--- src/mbfe_pkg.sv ---
`timescale 1ns / 1ps
// Shared types, constants and helper functions of the mbox From-line escaper.
package mbfe_pkg;

	localparam int QUEUE_DEPTH_DEF = 4;

	localparam logic [2:0] PFX_LEN  = 3'd5;
	localparam logic [2:0] PFX_LAST = 3'd4;

	localparam logic [7:0] CH_GT    = 8'h3E;
	localparam logic [7:0] CH_NL    = 8'h0A;
	localparam logic [7:0] CH_F     = 8'h46;
	localparam logic [7:0] CH_R     = 8'h72;
	localparam logic [7:0] CH_O     = 8'h6F;
	localparam logic [7:0] CH_M     = 8'h6D;
	localparam logic [7:0] CH_SPACE = 8'h20;

	localparam logic KIND_DATA = 1'b0;
	localparam logic KIND_EOM  = 1'b1;

	// One output run: an optional '>', the first cnt bytes of "From ", then an optional tail.
	typedef struct packed {
		logic       gt;
		logic [2:0] cnt;
		logic       has_tail;
		logic [7:0] tail;
		logic       done;
	} cmd_t;

	function automatic logic [7:0] pfx_byte(input logic [2:0] idx);
		logic [7:0] b;
		unique case (idx)
			3'd0:    b = CH_F;
			3'd1:    b = CH_R;
			3'd2:    b = CH_O;
			3'd3:    b = CH_M;
			3'd4:    b = CH_SPACE;
			default: b = CH_SPACE;
		endcase
		return b;
	endfunction

endpackage

--- src/mbfe_ifs.sv ---
`timescale 1ns / 1ps
// Valid/ready channel interfaces for message items and mailbox bytes.
interface mbfe_msg_if;
	logic       valid;
	logic       ready;
	logic       kind;
	logic [7:0] data_byte;

	modport source(output valid, kind, data_byte, input ready);
	modport sink(input valid, kind, data_byte, output ready);
endinterface

interface mbfe_mbox_if;
	logic       valid;
	logic       ready;
	logic [7:0] out_byte;
	logic       last_of_run;
	logic       message_done;

	modport source(output valid, out_byte, last_of_run, message_done, input ready);
	modport sink(input valid, out_byte, last_of_run, message_done, output ready);
endinterface

--- src/mbox_from_line_escaper.sv ---
`timescale 1ns / 1ps
// Top level of the mbox From-line escaper.
// The block accepts one message item per cycle as long as its run queue has room
// (QUEUE_DEPTH runs, four by default). Bytes held back as a possible "From " prefix
// produce nothing and push no run, as does an end of message in copy mode with no
// bytes held. Every other item produces a run of one to six bytes, and the back-end
// sequencer emits one byte per cycle from the output register while the receiver is
// ready, so the output side sets the pace and plain text passes at one byte per
// cycle. A result passes through the run queue and the output register before it is
// seen. escape_enable is written through cfg_wr_en and cfg_wr_data and resets to 1;
// the user must change it only while the block is idle, which the block itself does
// not enforce.
module mbox_from_line_escaper #(
	parameter int QUEUE_DEPTH = mbfe_pkg::QUEUE_DEPTH_DEF
) (
	input  logic        clk,
	input  logic        arst_n,
	input  logic        cfg_wr_en,
	input  logic        cfg_wr_data,
	mbfe_msg_if.sink    msg,
	mbfe_mbox_if.source mbox
);
	import mbfe_pkg::*;

	cmd_t wr_cmd;
	cmd_t head;
	logic push;
	logic pop;
	logic q_full;
	logic q_empty;

	mbfe_front u_front (
		.clk         (clk),
		.arst_n      (arst_n),
		.cfg_wr_en   (cfg_wr_en),
		.cfg_wr_data (cfg_wr_data),
		.msg         (msg),
		.q_full      (q_full),
		.push        (push),
		.cmd         (wr_cmd)
	);

	mbfe_queue #(
		.DEPTH (QUEUE_DEPTH)
	) u_queue (
		.clk    (clk),
		.arst_n (arst_n),
		.push   (push),
		.wr_cmd (wr_cmd),
		.pop    (pop),
		.head   (head),
		.full   (q_full),
		.empty  (q_empty)
	);

	mbfe_back u_back (
		.clk    (clk),
		.arst_n (arst_n),
		.head   (head),
		.empty  (q_empty),
		.pop    (pop),
		.mbox   (mbox)
	);

endmodule

--- src/mbfe_front.sv ---
`timescale 1ns / 1ps
// Front end: accepts message items, tracks the line-start match and issues output runs.
module mbfe_front (
	input  logic          clk,
	input  logic          arst_n,
	input  logic          cfg_wr_en,
	input  logic          cfg_wr_data,
	mbfe_msg_if.sink      msg,
	input  logic          q_full,
	output logic          push,
	output mbfe_pkg::cmd_t cmd
);
	import mbfe_pkg::*;

	logic       esc_q;
	logic       als_q;
	logic [2:0] pm_q;
	logic       accept;
	logic       match;
	logic       need_push;
	logic       als_d;
	logic [2:0] pm_d;

	assign msg.ready = !q_full;
	assign accept    = msg.valid && msg.ready;
	assign match     = esc_q && (msg.kind == KIND_DATA) && als_q
		&& (msg.data_byte == pfx_byte(pm_q));

	always_comb begin
		cmd.gt       = 1'b0;
		cmd.cnt      = pm_q;
		cmd.has_tail = 1'b1;
		cmd.tail     = msg.data_byte;
		cmd.done     = 1'b0;
		need_push    = 1'b1;
		als_d        = (msg.data_byte == CH_NL);
		pm_d         = 3'd0;
		if (msg.kind == KIND_EOM) begin
			cmd.has_tail = esc_q;
			cmd.tail     = CH_NL;
			cmd.done     = 1'b1;
			need_push    = esc_q || (pm_q != 3'd0);
			als_d        = 1'b1;
		end else if (match) begin
			if (pm_q == PFX_LAST) begin
				cmd.gt       = 1'b1;
				cmd.cnt      = PFX_LEN;
				cmd.has_tail = 1'b0;
				als_d        = 1'b0;
			end else begin
				need_push = 1'b0;
				als_d     = 1'b1;
				pm_d      = pm_q + 3'd1;
			end
		end
	end

	assign push = accept && need_push;

	always_ff @(posedge clk or negedge arst_n) begin
		if (!arst_n) begin
			esc_q <= 1'b1;
			als_q <= 1'b1;
			pm_q  <= 3'd0;
		end else begin
			if (cfg_wr_en) begin
				esc_q <= cfg_wr_data;
			end
			if (accept) begin
				als_q <= als_d;
				pm_q  <= pm_d;
			end
		end
	end

endmodule

--- src/mbfe_queue.sv ---
`timescale 1ns / 1ps
// Short run queue between the front end and the back end.
module mbfe_queue #(
	parameter int DEPTH = mbfe_pkg::QUEUE_DEPTH_DEF
) (
	input  logic           clk,
	input  logic           arst_n,
	input  logic           push,
	input  mbfe_pkg::cmd_t wr_cmd,
	input  logic           pop,
	output mbfe_pkg::cmd_t head,
	output logic           full,
	output logic           empty
);
	import mbfe_pkg::*;

	localparam int PTR_W = $clog2(DEPTH);
	localparam int CNT_W = $clog2(DEPTH + 1);

	cmd_t             mem_q [DEPTH];
	logic [PTR_W-1:0] wr_ptr_q;
	logic [PTR_W-1:0] rd_ptr_q;
	logic [CNT_W-1:0] count_q;
	logic             do_push;
	logic             do_pop;

	assign full    = (count_q == CNT_W'(DEPTH));
	assign empty   = (count_q == '0);
	assign do_push = push && !full;
	assign do_pop  = pop && !empty;
	assign head    = mem_q[rd_ptr_q];

	always_ff @(posedge clk) begin
		if (do_push) begin
			mem_q[wr_ptr_q] <= wr_cmd;
		end
	end

	always_ff @(posedge clk or negedge arst_n) begin
		if (!arst_n) begin
			wr_ptr_q <= '0;
			rd_ptr_q <= '0;
			count_q  <= '0;
		end else begin
			if (do_push) begin
				wr_ptr_q <= (wr_ptr_q == PTR_W'(DEPTH - 1)) ? '0 : wr_ptr_q + PTR_W'(1);
			end
			if (do_pop) begin
				rd_ptr_q <= (rd_ptr_q == PTR_W'(DEPTH - 1)) ? '0 : rd_ptr_q + PTR_W'(1);
			end
			if (do_push && !do_pop) begin
				count_q <= count_q + CNT_W'(1);
			end else if (do_pop && !do_push) begin
				count_q <= count_q - CNT_W'(1);
			end
		end
	end

endmodule

--- src/mbfe_back.sv ---
`timescale 1ns / 1ps
// Back end: steps through each queued run one byte a cycle into the output register while the output is not stalled.
module mbfe_back (
	input  logic           clk,
	input  logic           arst_n,
	input  mbfe_pkg::cmd_t head,
	input  logic           empty,
	output logic           pop,
	mbfe_mbox_if.source    mbox
);
	import mbfe_pkg::*;

	logic [2:0] pos_q;
	logic       ov_q;
	logic [7:0] byte_q;
	logic       last_q;
	logic       done_q;
	logic       adv;
	logic [2:0] len;
	logic [2:0] k;
	logic       is_last;
	logic [7:0] cur_byte;

	assign adv     = !empty && (!ov_q || mbox.ready);
	assign len     = {2'b00, head.gt} + head.cnt + {2'b00, head.has_tail};
	assign k       = pos_q - {2'b00, head.gt};
	assign is_last = (pos_q == len - 3'd1);
	assign pop     = adv && is_last;

	always_comb begin
		if (head.gt && (pos_q == 3'd0)) begin
			cur_byte = CH_GT;
		end else if (k < head.cnt) begin
			cur_byte = pfx_byte(k);
		end else begin
			cur_byte = head.tail;
		end
	end

	always_ff @(posedge clk) begin
		if (adv) begin
			byte_q <= cur_byte;
			last_q <= is_last;
			done_q <= is_last && head.has_tail && head.done;
		end
	end

	always_ff @(posedge clk or negedge arst_n) begin
		if (!arst_n) begin
			ov_q  <= 1'b0;
			pos_q <= 3'd0;
		end else begin
			if (adv) begin
				ov_q  <= 1'b1;
				pos_q <= is_last ? 3'd0 : pos_q + 3'd1;
			end else if (mbox.ready) begin
				ov_q <= 1'b0;
			end
		end
	end

	assign mbox.valid        = ov_q;
	assign mbox.out_byte     = byte_q;
	assign mbox.last_of_run  = last_q;
	assign mbox.message_done = done_q;

endmodule

--- src/flat_wrapper.sv ---
// flat-port wrapper written by rule: the top's interface ports become plain ports
module mbox_from_line_escaper_flat import mbfe_pkg::*;
#(
	parameter int QUEUE_DEPTH = mbfe_pkg::QUEUE_DEPTH_DEF
)
  (clk, arst_n, cfg_wr_en, cfg_wr_data, msg_valid, msg_kind, msg_data_byte, msg_ready, mbox_valid, mbox_out_byte, mbox_last_of_run, mbox_message_done, mbox_ready);
  mbfe_msg_if msg_i ();
  mbfe_mbox_if mbox_i ();
  input  logic clk;
  input  logic arst_n;
  input  logic cfg_wr_en;
  input  logic cfg_wr_data;
  input wire logic [$bits(msg_i.valid)-1:0] msg_valid;
  input wire logic [$bits(msg_i.kind)-1:0] msg_kind;
  input wire logic [$bits(msg_i.data_byte)-1:0] msg_data_byte;
  output wire logic [$bits(msg_i.ready)-1:0] msg_ready;
  output wire logic [$bits(mbox_i.valid)-1:0] mbox_valid;
  output wire logic [$bits(mbox_i.out_byte)-1:0] mbox_out_byte;
  output wire logic [$bits(mbox_i.last_of_run)-1:0] mbox_last_of_run;
  output wire logic [$bits(mbox_i.message_done)-1:0] mbox_message_done;
  input wire logic [$bits(mbox_i.ready)-1:0] mbox_ready;
  assign msg_i.valid = msg_valid;
  assign msg_i.kind = msg_kind;
  assign msg_i.data_byte = msg_data_byte;
  assign msg_ready = msg_i.ready;
  assign mbox_valid = mbox_i.valid;
  assign mbox_out_byte = mbox_i.out_byte;
  assign mbox_last_of_run = mbox_i.last_of_run;
  assign mbox_message_done = mbox_i.message_done;
  assign mbox_i.ready = mbox_ready;
  mbox_from_line_escaper #(.QUEUE_DEPTH(QUEUE_DEPTH)) u_core (.clk(clk), .arst_n(arst_n), .cfg_wr_en(cfg_wr_en), .cfg_wr_data(cfg_wr_data), .msg(msg_i), .mbox(mbox_i));
endmodule
--- config.mk ---
export PLATFORM = sky130hd
export DESIGN_NAME = mbox_from_line_escaper_flat
export DESIGN_NICKNAME = d
export VERILOG_FILES = /design/src/mbfe_pkg.sv /design/src/mbfe_ifs.sv /design/src/mbox_from_line_escaper.sv /design/src/mbfe_front.sv /design/src/mbfe_queue.sv /design/src/mbfe_back.sv /design/src/flat_wrapper.sv
export SDC_FILE = /design/constraint.sdc
export NUM_CORES = 1
export LEC_CHECK = 0
export ABC_CLOCK_PERIOD_IN_PS = 6120
export BUFFER_PORTS_ARGS = -buffer_cell sky130_fd_sc_hd__clkbuf_2
export CAP_MARGIN = 0
export CORE_MARGIN = 2
export CORE_UTILIZATION = 65
export DETAILED_ROUTE_END_ITERATION = 12
export GPL_ROUTABILITY_DRIVEN = 0
export PLACE_DENSITY_LB_ADDON = 0.1
export SLEW_MARGIN = 15
export SYNTH_ARGS = -nofsm -noshare
export SYNTH_HDL_FRONTEND = slang
export SYNTH_HIERARCHICAL = 1
export SYNTH_SLANG_ARGS = --single-unit
--- constraint.sdc ---
create_clock -name clk -period 6.12 [get_ports clk]
set_clock_uncertainty 0.2 [all_clocks]
set_input_delay 0.612 -clock clk [delete_from_list [all_inputs] [get_ports clk]]
set_output_delay 0.612 -clock clk [all_outputs]
set_load 0.1 [all_outputs]
==> flow_metrics.tcl, run 1 <==
set metrics [dict create \
    outcome "completed" \
    pin_count 27 \
    crit_family "adder cells" \
    holdWs_ns 0.0135 \
    cts_setup_buffers 0 \
    worst_hold_path_type "in -> async" \
    synth_top_area_cell "edfxtp_1" \
    dr.pass1.iters 4 \
    clock_latency_ns 0.34 \
    drt-initial-drc-count 123 \
    seq_area_frac_synth_pct 60.8 \
    syn-cell-area_mm2 0.00392 \
    antenna_left 0 \
    peakVddDrop_mv 0.372 \
    synth_top_area_share_pct 50.5 \
    rows 28 \
    ys_top_cells_by_area "edfxtp_1, dfrtp_1, mux4_2" \
    post_cts_resized 0 \
    cp_cell_sequence "buf_4 -> mux4_2 -> inv_1 -> ha_1 -> inv_1 -> ha_1 -> inv_1 -> fa_1 -> xor2_1 -> xnor2_1 -> nor3_2 -> and2_1 -> o31ai_2 -> ha_1 -> inv_1 -> fa_1 -> xor2_1 -> nor2_1 -> xor2_1" \
    final_nets 323 \
    route.detailed.drc 0 \
    postSynthCellCount 258 \
    synth_edf_count 66 \
    grt-ovfl-total 0 \
    report.power.total_w 0.00250 \
    avgSynthCellArea_um2 15.2 \
    finalSetupViolations 0 \
    hold_viol_final 0 \
    rsz0062_at_grt "no" \
    slowest_stage "mux4_2" \
    synth_seq_cells 82 \
    grt_pass1_wl_mm 10.7 \
    synthToLayoutAreaGrowth_pct 11.2 \
    fin_crit_ns 4.51 \
    grt_max_degree 17 \
    cts.sinks 82 \
    grt_util_all_layers_pct 22.6 \
    max_stage_delay_ns 0.57 \
    crit_fanout 12 \
    cts_hold_buf 0 \
    relSlewSlack_pct 41.7 \
    antenna_cells 0 \
    synth_cell_types 58 \
    finalSetupTns_ns 0 \
    cts-htree-levels 3 \
    fmax_mhz 222 \
    dp_cells 352 \
    async_reset_ff_share_pct 19.5 \
    path_common_cell "inv_1" \
    power_density_mw_per_mm2 573 \
    fillCellCount 386 \
    initial_core_util_pct 66.6 \
    vias_per_cell 6.04 \
    clock_path_buffers 2 \
    cts_buffers 9 \
    vias 2221 \
    die_height_um 81.7 \
    arrival_ns 4.58 \
    p_leak_nw 1.63 \
    dp_slack_ns 1.65 \
    finalMaxSlewViolations 0 \
    dp_hpwl_mm 4.69 \
    endpoint_kind "register" \
    antenna_found_initial 0 \
    yosys_warnings 6 \
    fin_ws_ns 1.61 \
    die_x_um 81.7 \
    cp-start-kind "register" \
    root_buffer "clkbuf_8" \
    syn-num-nets 293 \
    layout_commonest_cell "edfxtp_1" \
    crit_type "reg -> reg" \
    timing.max_cap.violations 0 \
    wirelength_mm 6.79 \
    grt_pass1_vias 2093 \
    die_area_mm2 0.00667 \
    wl_per_cell_um 18.4 \
    worstMarginPinSlew_ns 0.875 \
    layout_common_cells "edfxtp_1, clkbuf_2, ha_1" \
    synth-main-ff-cell "edfxtp_1" \
    min_period_over_period_pct 73.6 \
    clk_pin_slew_worst_paths_ns 0.08 \
    crit_buf_inv 5 \
    layout-drive-gt1-share_pct 26.3 \
    design.core.area_mm2 0.00589 \
    portBuffers 26 \
    critPathRequiredTime_ns 6.19 \
    cts_tree "yes" \
    layout.cells.non_filler 368 \
]
==> state kept, by name, indices dropped and copies added, names as in the netlist <==
signal,count
u_core/u_queue/rd_ptr_q,2
u_core/u_queue/count_q,3
u_core/u_back/mbox.message_done,1
u_core/u_back/mbox.valid,1
u_core/u_back/mbox.last_of_run,1
u_core/u_front/als_q,1
u_core/u_queue/mem_q,56
u_core/u_back/pos_q,3
u_core/u_front/pm_q,3
u_core/u_back/mbox.out_byte,8
u_core/u_front/esc_q,1
u_core/u_queue/wr_ptr_q,2
==> cell type report <==
| class | count | area [um^2] | area share, % |
|---|---|---|---|
| clock buffers | 10 | 128 | 2.93 |
| clock inverters | 6 | 129 | 2.95 |
| inverters | 18 | 67.6 | 1.55 |
| multi-input cells | 150 | 1420 | 32.6 |
| flip-flops and latches | 82 | 2380 | 54.7 |
| well taps | 75 | 93.8 | 2.15 |
| repair buffers | 27 | 138 | 3.16 |
==> cell families after synthesis <==
logic type	after synthesis	synth area share (%)
flops	82	60.8
mux	20	9.92
compound gates	39	7.02
fa+ha+maj	20	6.76
simple gates	58	9.15
buf+inv	26	2.97
xor+xnor	13	3.38
==> Yosys cell counts (all sizes together), types with 2 or more instances <==
library cell / count
a21oi: 10
and2: 6
nand2: 8
or2: 3
fa: 2
buf: 6
clkbuf: 2
a31o: 2
dfrtp: 14
nor4: 5
edfxtp: 66
inv: 18
dfstp: 2
o31ai: 2
nor3: 6
nor2: 7
nor2b: 9
mux2: 5
xnor2: 7
xor2: 6
o311ai: 3
nor3b: 2
and3: 3
o21ai: 9
ha: 18
a211oi: 3
mux4: 14
nor4bb: 2
o41ai: 2
==> worst paths after layout <==
path	startpoint	to	slack (ns)	depth (start not counted)
hold / removal	arst_n	u_core/u_back/pos_q[0]	0.01	1
hold reg to reg	u_core/u_queue/count_q[2]	u_core/u_queue/count_q[2]	0.33	1
min in group clk	mbox_ready	u_core/u_back/mbox.valid	0.29	2
setup / recovery	u_core/u_queue/rd_ptr_q[0]	u_core/u_queue/count_q[2]	1.61	19
setup reg to reg	u_core/u_queue/rd_ptr_q[0]	u_core/u_queue/count_q[2]	1.61	19
max in group asynchronous	arst_n	u_core/u_front/als_q	5.36	1
==> power by group <==
part	leakage [nW]	total [W]	switching (W)	internal [W]
registers	0.806	0.000867	0.0000882	0.000779
logic	0.700	0.00114	0.000727	0.000412
clock network	0.128	0.000495	0.000185	0.000311
total	1.63	0.00250	0.000999	0.00150
==> per-stage QoR <==
stage	util (%)	cell area, um^2
floorplan	-	3920
global placement	69.7	4110
detailed placement	69.7	4110
CTS	74.1	4360
global route	74.1	4360
finish	74.1	4360
==> routing by layer <==
metal	global-route usage, %	vias up	wire [um]
li1	-	1047	-
met1	31.7	1102	3120
met2	35.5	64	3260
met3	5.05	8	322
met4	8.00	0	81
met5	0	-	0
Note: power is estimated with default switching activity, not from simulation.
==> inputs of run 2 (changes only) <==
ABC_AREA = 1   (was not set)
ABC_CLOCK_PERIOD_IN_PS = 4450   (was 6120)
CORE_UTILIZATION = 61   (was 65)
clock period = 4.45 ns   (was 6.12 ns; I/O delays follow)
==> flow_metrics.tcl, run 2 <==
set metrics [dict create \
    antenna_left 0 \
    cts_setup_buffers 0 \
    p_clk_share_pct 17.6 \
    hold_viol_final 0 \
    report.power.total_w 0.00362 \
    clock_path_buffers 2 \
    seq_area_mm2 0.00239 \
    layout-drive-gt1-share_pct 19.2 \
    post_cts_resized 0 \
    timing.rr.start "u_core/u_queue/rd_ptr_q[0]" \
    rows 31 \
    synth_top_area_share_pct 44.9 \
    dp_hpwl_mm 5.69 \
    layout_common_cells "nand2_1, inv_1, edfxtp_1" \
    fin_crit_ns 3.87 \
    min-delay-start "cfg_wr_en" \
    p_leak_nw 2.27 \
    antenna_cells 0 \
    synth-main-ff-cell "edfxtp_1" \
    layout_commonest_cell "nand2_1" \
    finalMaxSlewViolations 0 \
    max_stage_delay_ns 0.72 \
    p_seq_share_pct 33.2 \
    grt_max_degree 33 \
    yosys_warnings 6 \
    stdcell_area_mm2 0.00486 \
    min_period_over_period_pct 87.1 \
    worstSetupStartpoint "u_core/u_queue/rd_ptr_q[0]" \
    avgSynthCellArea_um2 9.75 \
    route.detailed.drc 0 \
    power_switching_w 0.00165 \
    root_buffer "clkbuf_8" \
    die_x_um 89.1 \
    ys_top_cells_by_area "edfxtp_1, nand2_1, dfrtp_1" \
    outcome "completed" \
    synth_most_common_cell "nand2_1" \
    cts_buffers 9 \
    synth_top_area_cell "edfxtp_1" \
    final_util_pct 68.1 \
    vias 2976 \
    synth_seq_cells 82 \
    ys_top_cells_by_count "nand2_1, inv_1, edfxtp_1, nand3_1, nor2_1" \
    fillCellCount 571 \
    regMostFlops "u_core/u_queue/mem_q" \
    post_dp_cell_area_mm2 0.00461 \
    cp-start-kind "register" \
    seq_area_frac_synth_pct 54.0 \
    fmax_mhz 258 \
    drt-initial-drc-count 195 \
    syn-num-nets 488 \
    crit_type "reg -> reg" \
    power_density_mw_per_mm2 745 \
    grt_pass1_vias 2907 \
    clock_latency_ns 0.35 \
    relSlewSlack_pct 63.8 \
    worst_hold_path_type "in -> reg" \
    synthToLayoutAreaGrowth_pct 10.0 \
    die_area_mm2 0.00794 \
    crit_fanout 28 \
    wirelength_mm 7.95 \
    peakVddDrop_mv 0.349 \
    cts-htree-levels 3 \
    pin_count 27 \
    internal_power_w 0.00197 \
    largest_reg_flops 56 \
    syn-cell-area_mm2 0.00442 \
    finalSetupViolations 0 \
    antenna_found_initial 0 \
    dr.pass1.iters 4 \
    worstMarginPinSlew_ns 0.539 \
    synth_cell_types 41 \
    postSynthCellCount 453 \
    initial_core_util_pct 61.9 \
    grt-ovfl-total 0 \
    vias_per_cell 5.05 \
    arrival_ns 3.91 \
    finalSetupTns_ns 0 \
    async_reset_ff_share_pct 19.5 \
    clk_pin_slew_worst_paths_ns 0.08 \
    cp_cell_sequence "o211ai_1 -> nand2_1 -> inv_1 -> ha_1 -> inv_1 -> ha_1 -> inv_1 -> fa_1 -> xnor2_1 -> nor2_1 -> nand3_1 -> inv_1 -> nand2_1 -> ha_1 -> inv_1 -> fa_1 -> nand2_1 -> o21ai_0" \
    portBuffers 26 \
    combPwrFrac_pct 49.2 \
    design.core.area_mm2 0.00714 \
    cts.sinks 82 \
    final_nets 520 \
    grt_util_all_layers_pct 22.4 \
    critPathRequiredTime_ns 4.49 \
    synth_edf_count 66 \
    sw_frac_of_total_pct 45.5 \
    rsz0062_at_grt "no" \
    timing.max_cap.violations 0 \
    path_common_cell "inv_1" \
    multi_input_area_mm2 0.00158 \
    grt_pass1_wl_mm 13.3 \
    endpoint_kind "register" \
    wl_per_cell_um 13.5 \
    slowest_stage "dfrtp_2" \
    die_height_um 89.1 \
    cts_tree "yes" \
]
run 2: cell count changes in the layout (fill, tap and decap cells not counted), moves of 13 or more:
cell and change:
inv_1 +69, mux4_2 -14, nand2_1 +105, nand3_1 +28
nor2_1 +19, o211ai_1 +13, o211ai_2 +15
run 2: cells by family after synthesis:
family / count (synthesis) / synth area share [%]
simple gates: 198 / 19.8
buf+inv: 104 / 10.3
fa+ha+maj: 20 / 6.01
compound gates: 44 / 8.90
xor+xnor: 5 / 0.992
flops: 82 / 54.0
run 2: worst max-delay path, delay by kind of cell (launching register included):
family / cells / cell delay, ns
adders and majority gates: 5 / 1.47
DFF: 1 / 0.72
and+or+nand+nor: 5 / 0.64
buffers and inverters: 5 / 0.37
AOI/OAI and AO/OA: 2 / 0.24
xor gates and xnor gates: 1 / 0.13
run 2: path summary, 6_finish.rpt:
kind / cells after the start / slack (ns) / endpoint
max in group asynchronous: 2 / 3.35 / u_core/u_front/als_q
hold reg to reg: 2 / 0.32 / u_core/u_back/mbox.valid
setup / recovery: 18 / 0.58 / u_core/u_queue/count_q[1]
hold / removal: 2 / 0.07 / u_core/u_front/esc_q
min in group asynchronous: 2 / 0.36 / u_core/u_queue/wr_ptr_q[1]
setup reg to reg: 18 / 0.58 / u_core/u_queue/count_q[1]
run 2: what timing repair did:
item,in CTS,in global routing
hold endpoints to repair,14,0
hold buffers,1,0
endpoints found under the setup margin,0,0
run 2: power by group through the flow:
stage	Sequential (W)	Combinational, W	Clock, W
6_report	0.00120	0.00178	0.000637
5_1_grt	0.00123	0.00201	0.000681
4_1_cts	0.00120	0.00179	0.000643
3_5_place_dp	0.00122	0.00178	0
3_3_place_gp	0.00121	0.00174	0
2_1_floorplan	0.00153	0.00120	0
run 2: area by class of cell:
cell class / count / share of cell area [%]
Sequential cell: 82 / 49.1
Tap cell: 99 / 2.55
Multi-Input combinational cell: 267 / 32.5
Timing Repair Buffer: 33 / 3.81
Clock buffer: 11 / 2.70
Clock inverter: 5 / 2.14
Inverter: 92 / 7.21
run 2: layer usage:
metal  vias to the layer above  share of wire [%]  GRT usage [%]
li1                       1530                  -              -
met4                         0                1.2           8.28
met3                         7                3.5           4.62
met1                      1380                 47           29.8
met2                        59                 49           36.5
met5                         -                  0              0
run 2: metrics by stage:
step / worst slack (ns) / hold slack [ns] / cells
CTS: 0.565 / 0.0714 / 589
global route: 0.269 / 0.0777 / 589
floorplan: 0.929 / -0.0506 / 453
finish: 0.576 / 0.0743 / 589
global placement: 0.738 / 0.206 / 572
detailed placement: 0.577 / 0.207 / 572
==> inputs of run 3 (changes only) <==
BUFFER_PORTS_ARGS = -buffer_cell sky130_fd_sc_hd__buf_2   (was -buffer_cell sky130_fd_sc_hd__clkbuf_2)
==> flow_metrics.tcl, run 3 (synthesized netlist as in run 2, its figures left out) <==
set metrics [dict create \
    outcome "completed" \
    fin_ws_ns 0.581 \
    worstMarginPinSlew_ns 0.527 \
    internal_power_w 0.00198 \
    rows 31 \
    cts_setup_buffers 0 \
    drt-initial-drc-count 136 \
    grt_use_met3_pct 3.42 \
    initial_core_util_pct 61.9 \
    grt_max_degree 33 \
    timing.rr.start "u_core/u_queue/rd_ptr_q[1]" \
    hold_viol_final 0 \
    min-delay-start "cfg_wr_en" \
    power_switching_w 0.00165 \
    layout_common_cells "nand2_1, inv_1, edfxtp_1" \
    wl_per_cell_um 13.5 \
    peakVddDrop_mv 0.341 \
    relSlewSlack_pct 64.9 \
    dr.pass1.iters 4 \
    layout-drive-gt1-share_pct 19.0 \
    antenna_found_initial 0 \
    clock_path_buffers 2 \
    combPwrFrac_pct 49.5 \
    layout_commonest_cell "nand2_1" \
    min_period_over_period_pct 86.9 \
    grt_most_used_layer "met2" \
    dp_hpwl_mm 5.73 \
    report.power.total_w 0.00362 \
    cts_tree "yes" \
    cts_buffers 9 \
    finalSetupViolations 0 \
    timing.max_cap.violations 0 \
    grt_util_all_layers_pct 21.4 \
    cts.sinks 82 \
    cts-htree-levels 3 \
    p_clk_share_pct 17.4 \
    reg2reg_depth 19 \
    grt_pass1_wl_mm 12.8 \
    vias 2962 \
    wirelength_mm 7.97 \
    clock_latency_ns 0.33 \
    antenna_cells 0 \
    clk_pin_slew_worst_paths_ns 0.08 \
    dp_slack_ns 0.588 \
    fin_crit_ns 3.87 \
    use_met2_pct 37.6 \
    die_x_um 89.1 \
    sw_frac_of_total_pct 45.4 \
    finalSetupTns_ns 0 \
    p_seq_share_pct 33.1 \
    die_area_mm2 0.00794 \
    vias_per_cell 5.03 \
    largest_reg_flops 56 \
    use_met1_pct 26.8 \
    route.detailed.drc 0 \
    endpoint_kind "register" \
    rsz0062_at_grt "no" \
    design.core.area_mm2 0.00714 \
    grt-ovfl-total 0 \
    worstHoldEndpoint "u_core/u_front/esc_q" \
    hold_path_depth 2 \
    regMostFlops "u_core/u_queue/mem_q" \
    synthToLayoutAreaGrowth_pct 9.97 \
    grt_pass1_vias 2837 \
    fmax_mhz 258 \
    final_nets 520 \
    cp-start-kind "register" \
    worst_hold_path_type "in -> reg" \
    final_util_pct 68.0 \
    pin_count 27 \
    crit_type "reg -> reg" \
    root_buffer "clkbuf_8" \
    portBuffers 26 \
    power_density_mw_per_mm2 746 \
    p_leak_nw 2.26 \
    fillCellCount 578 \
    finalMaxSlewViolations 0 \
    crit_fanout 14 \
    die_height_um 89.1 \
    arrival_ns 3.89 \
    critPathRequiredTime_ns 4.47 \
    r2r-end "u_core/u_queue/count_q[1]" \
    antenna_left 0 \
    reg2reg_slack_ns 0.58 \
]
[run 3: cell types whose count changed in the layout (fill, tap and decap cells not counted), sizes merged]
cell / before / now
buf: 6 / 32
clkbuf: 37 / 11
[run 3: cell type report]
cell class	instances	area, um^2	share of cell area [%]
sequential	82	2390	49.1
multi-input combinational	267	1580	32.5
inverter	92	350	7.21
timing repair buffer	33	185	3.81
clock buffer	11	131	2.71
tap	99	124	2.55
clock inverter	5	103	2.11
[run 3: worst max-delay path, stage by stage (launching register included)]
cell and delay [ns]:
dfrtp_1 0.52, inv_4 0.26, o211ai_2 0.12, nand2_1 0.13, inv_1 0.06, ha_1 0.27
inv_1 0.04, ha_1 0.16, inv_1 0.06, fa_1 0.42, xnor2_1 0.14, nor2_1 0.17
nand3_1 0.13, inv_1 0.12, nand2_1 0.10, ha_1 0.21, inv_1 0.08, fa_1 0.41
nand2_1 0.07, o21ai_0 0.07
[run 3: worst max path at each step]
| stage | start | end | slack, ns | depth (start not counted) |
|---|---|---|---|---|
| 2_1_floorplan | u_core/u_queue/rd_ptr_q[1] | u_core/u_queue/count_q[1] | 0.93 | 21 |
| 4_1_cts | u_core/u_queue/rd_ptr_q[1] | u_core/u_queue/count_q[1] | 0.55 | 19 |
| 3_5_place_dp | u_core/u_queue/rd_ptr_q[1] | u_core/u_queue/count_q[1] | 0.59 | 19 |
| 6_report | u_core/u_queue/rd_ptr_q[1] | u_core/u_queue/count_q[1] | 0.58 | 19 |
| 3_3_place_gp | u_core/u_queue/rd_ptr_q[1] | u_core/u_queue/count_q[1] | 0.74 | 19 |
| 5_1_grt | u_core/u_queue/rd_ptr_q[0] | u_core/u_queue/count_q[1] | 0.27 | 19 |
[run 3: metrics by stage]
stage / hold slack [ns] / instances / instance area [um^2]
2_1_floorplan: -0.0506 / 453 / 4420
3_3_place_gp: 0.191 / 572 / 4610
3_5_place_dp: 0.195 / 572 / 4610
4_1_cts: 0.0580 / 589 / 4860
5_1_grt: 0.0702 / 589 / 4860
6_report: 0.0764 / 589 / 4860
[run 3: repair_timing]
item                      CTS  global route
hold endpoints to repair   14             0
resized for setup           0             0
hold buffers                1             0
[run 3: per-layer routing]
layer	wire length, um	part of all wire (%)
met3	200	2.5
met4	104	1.3
met1	3690	46
met2	3970	50
met5	0	0
[run 3: power groups by stage]
stage | Combinational [W] | Sequential, W | Clock, W
after floorplan | 0.00120 | 0.00153 | 0
after global placement | 0.00174 | 0.00121 | 0
after detailed placement | 0.00179 | 0.00122 | 0
after CTS | 0.00181 | 0.00120 | 0.000641
after global routing | 0.00200 | 0.00122 | 0.000667
final | 0.00179 | 0.00120 | 0.000628
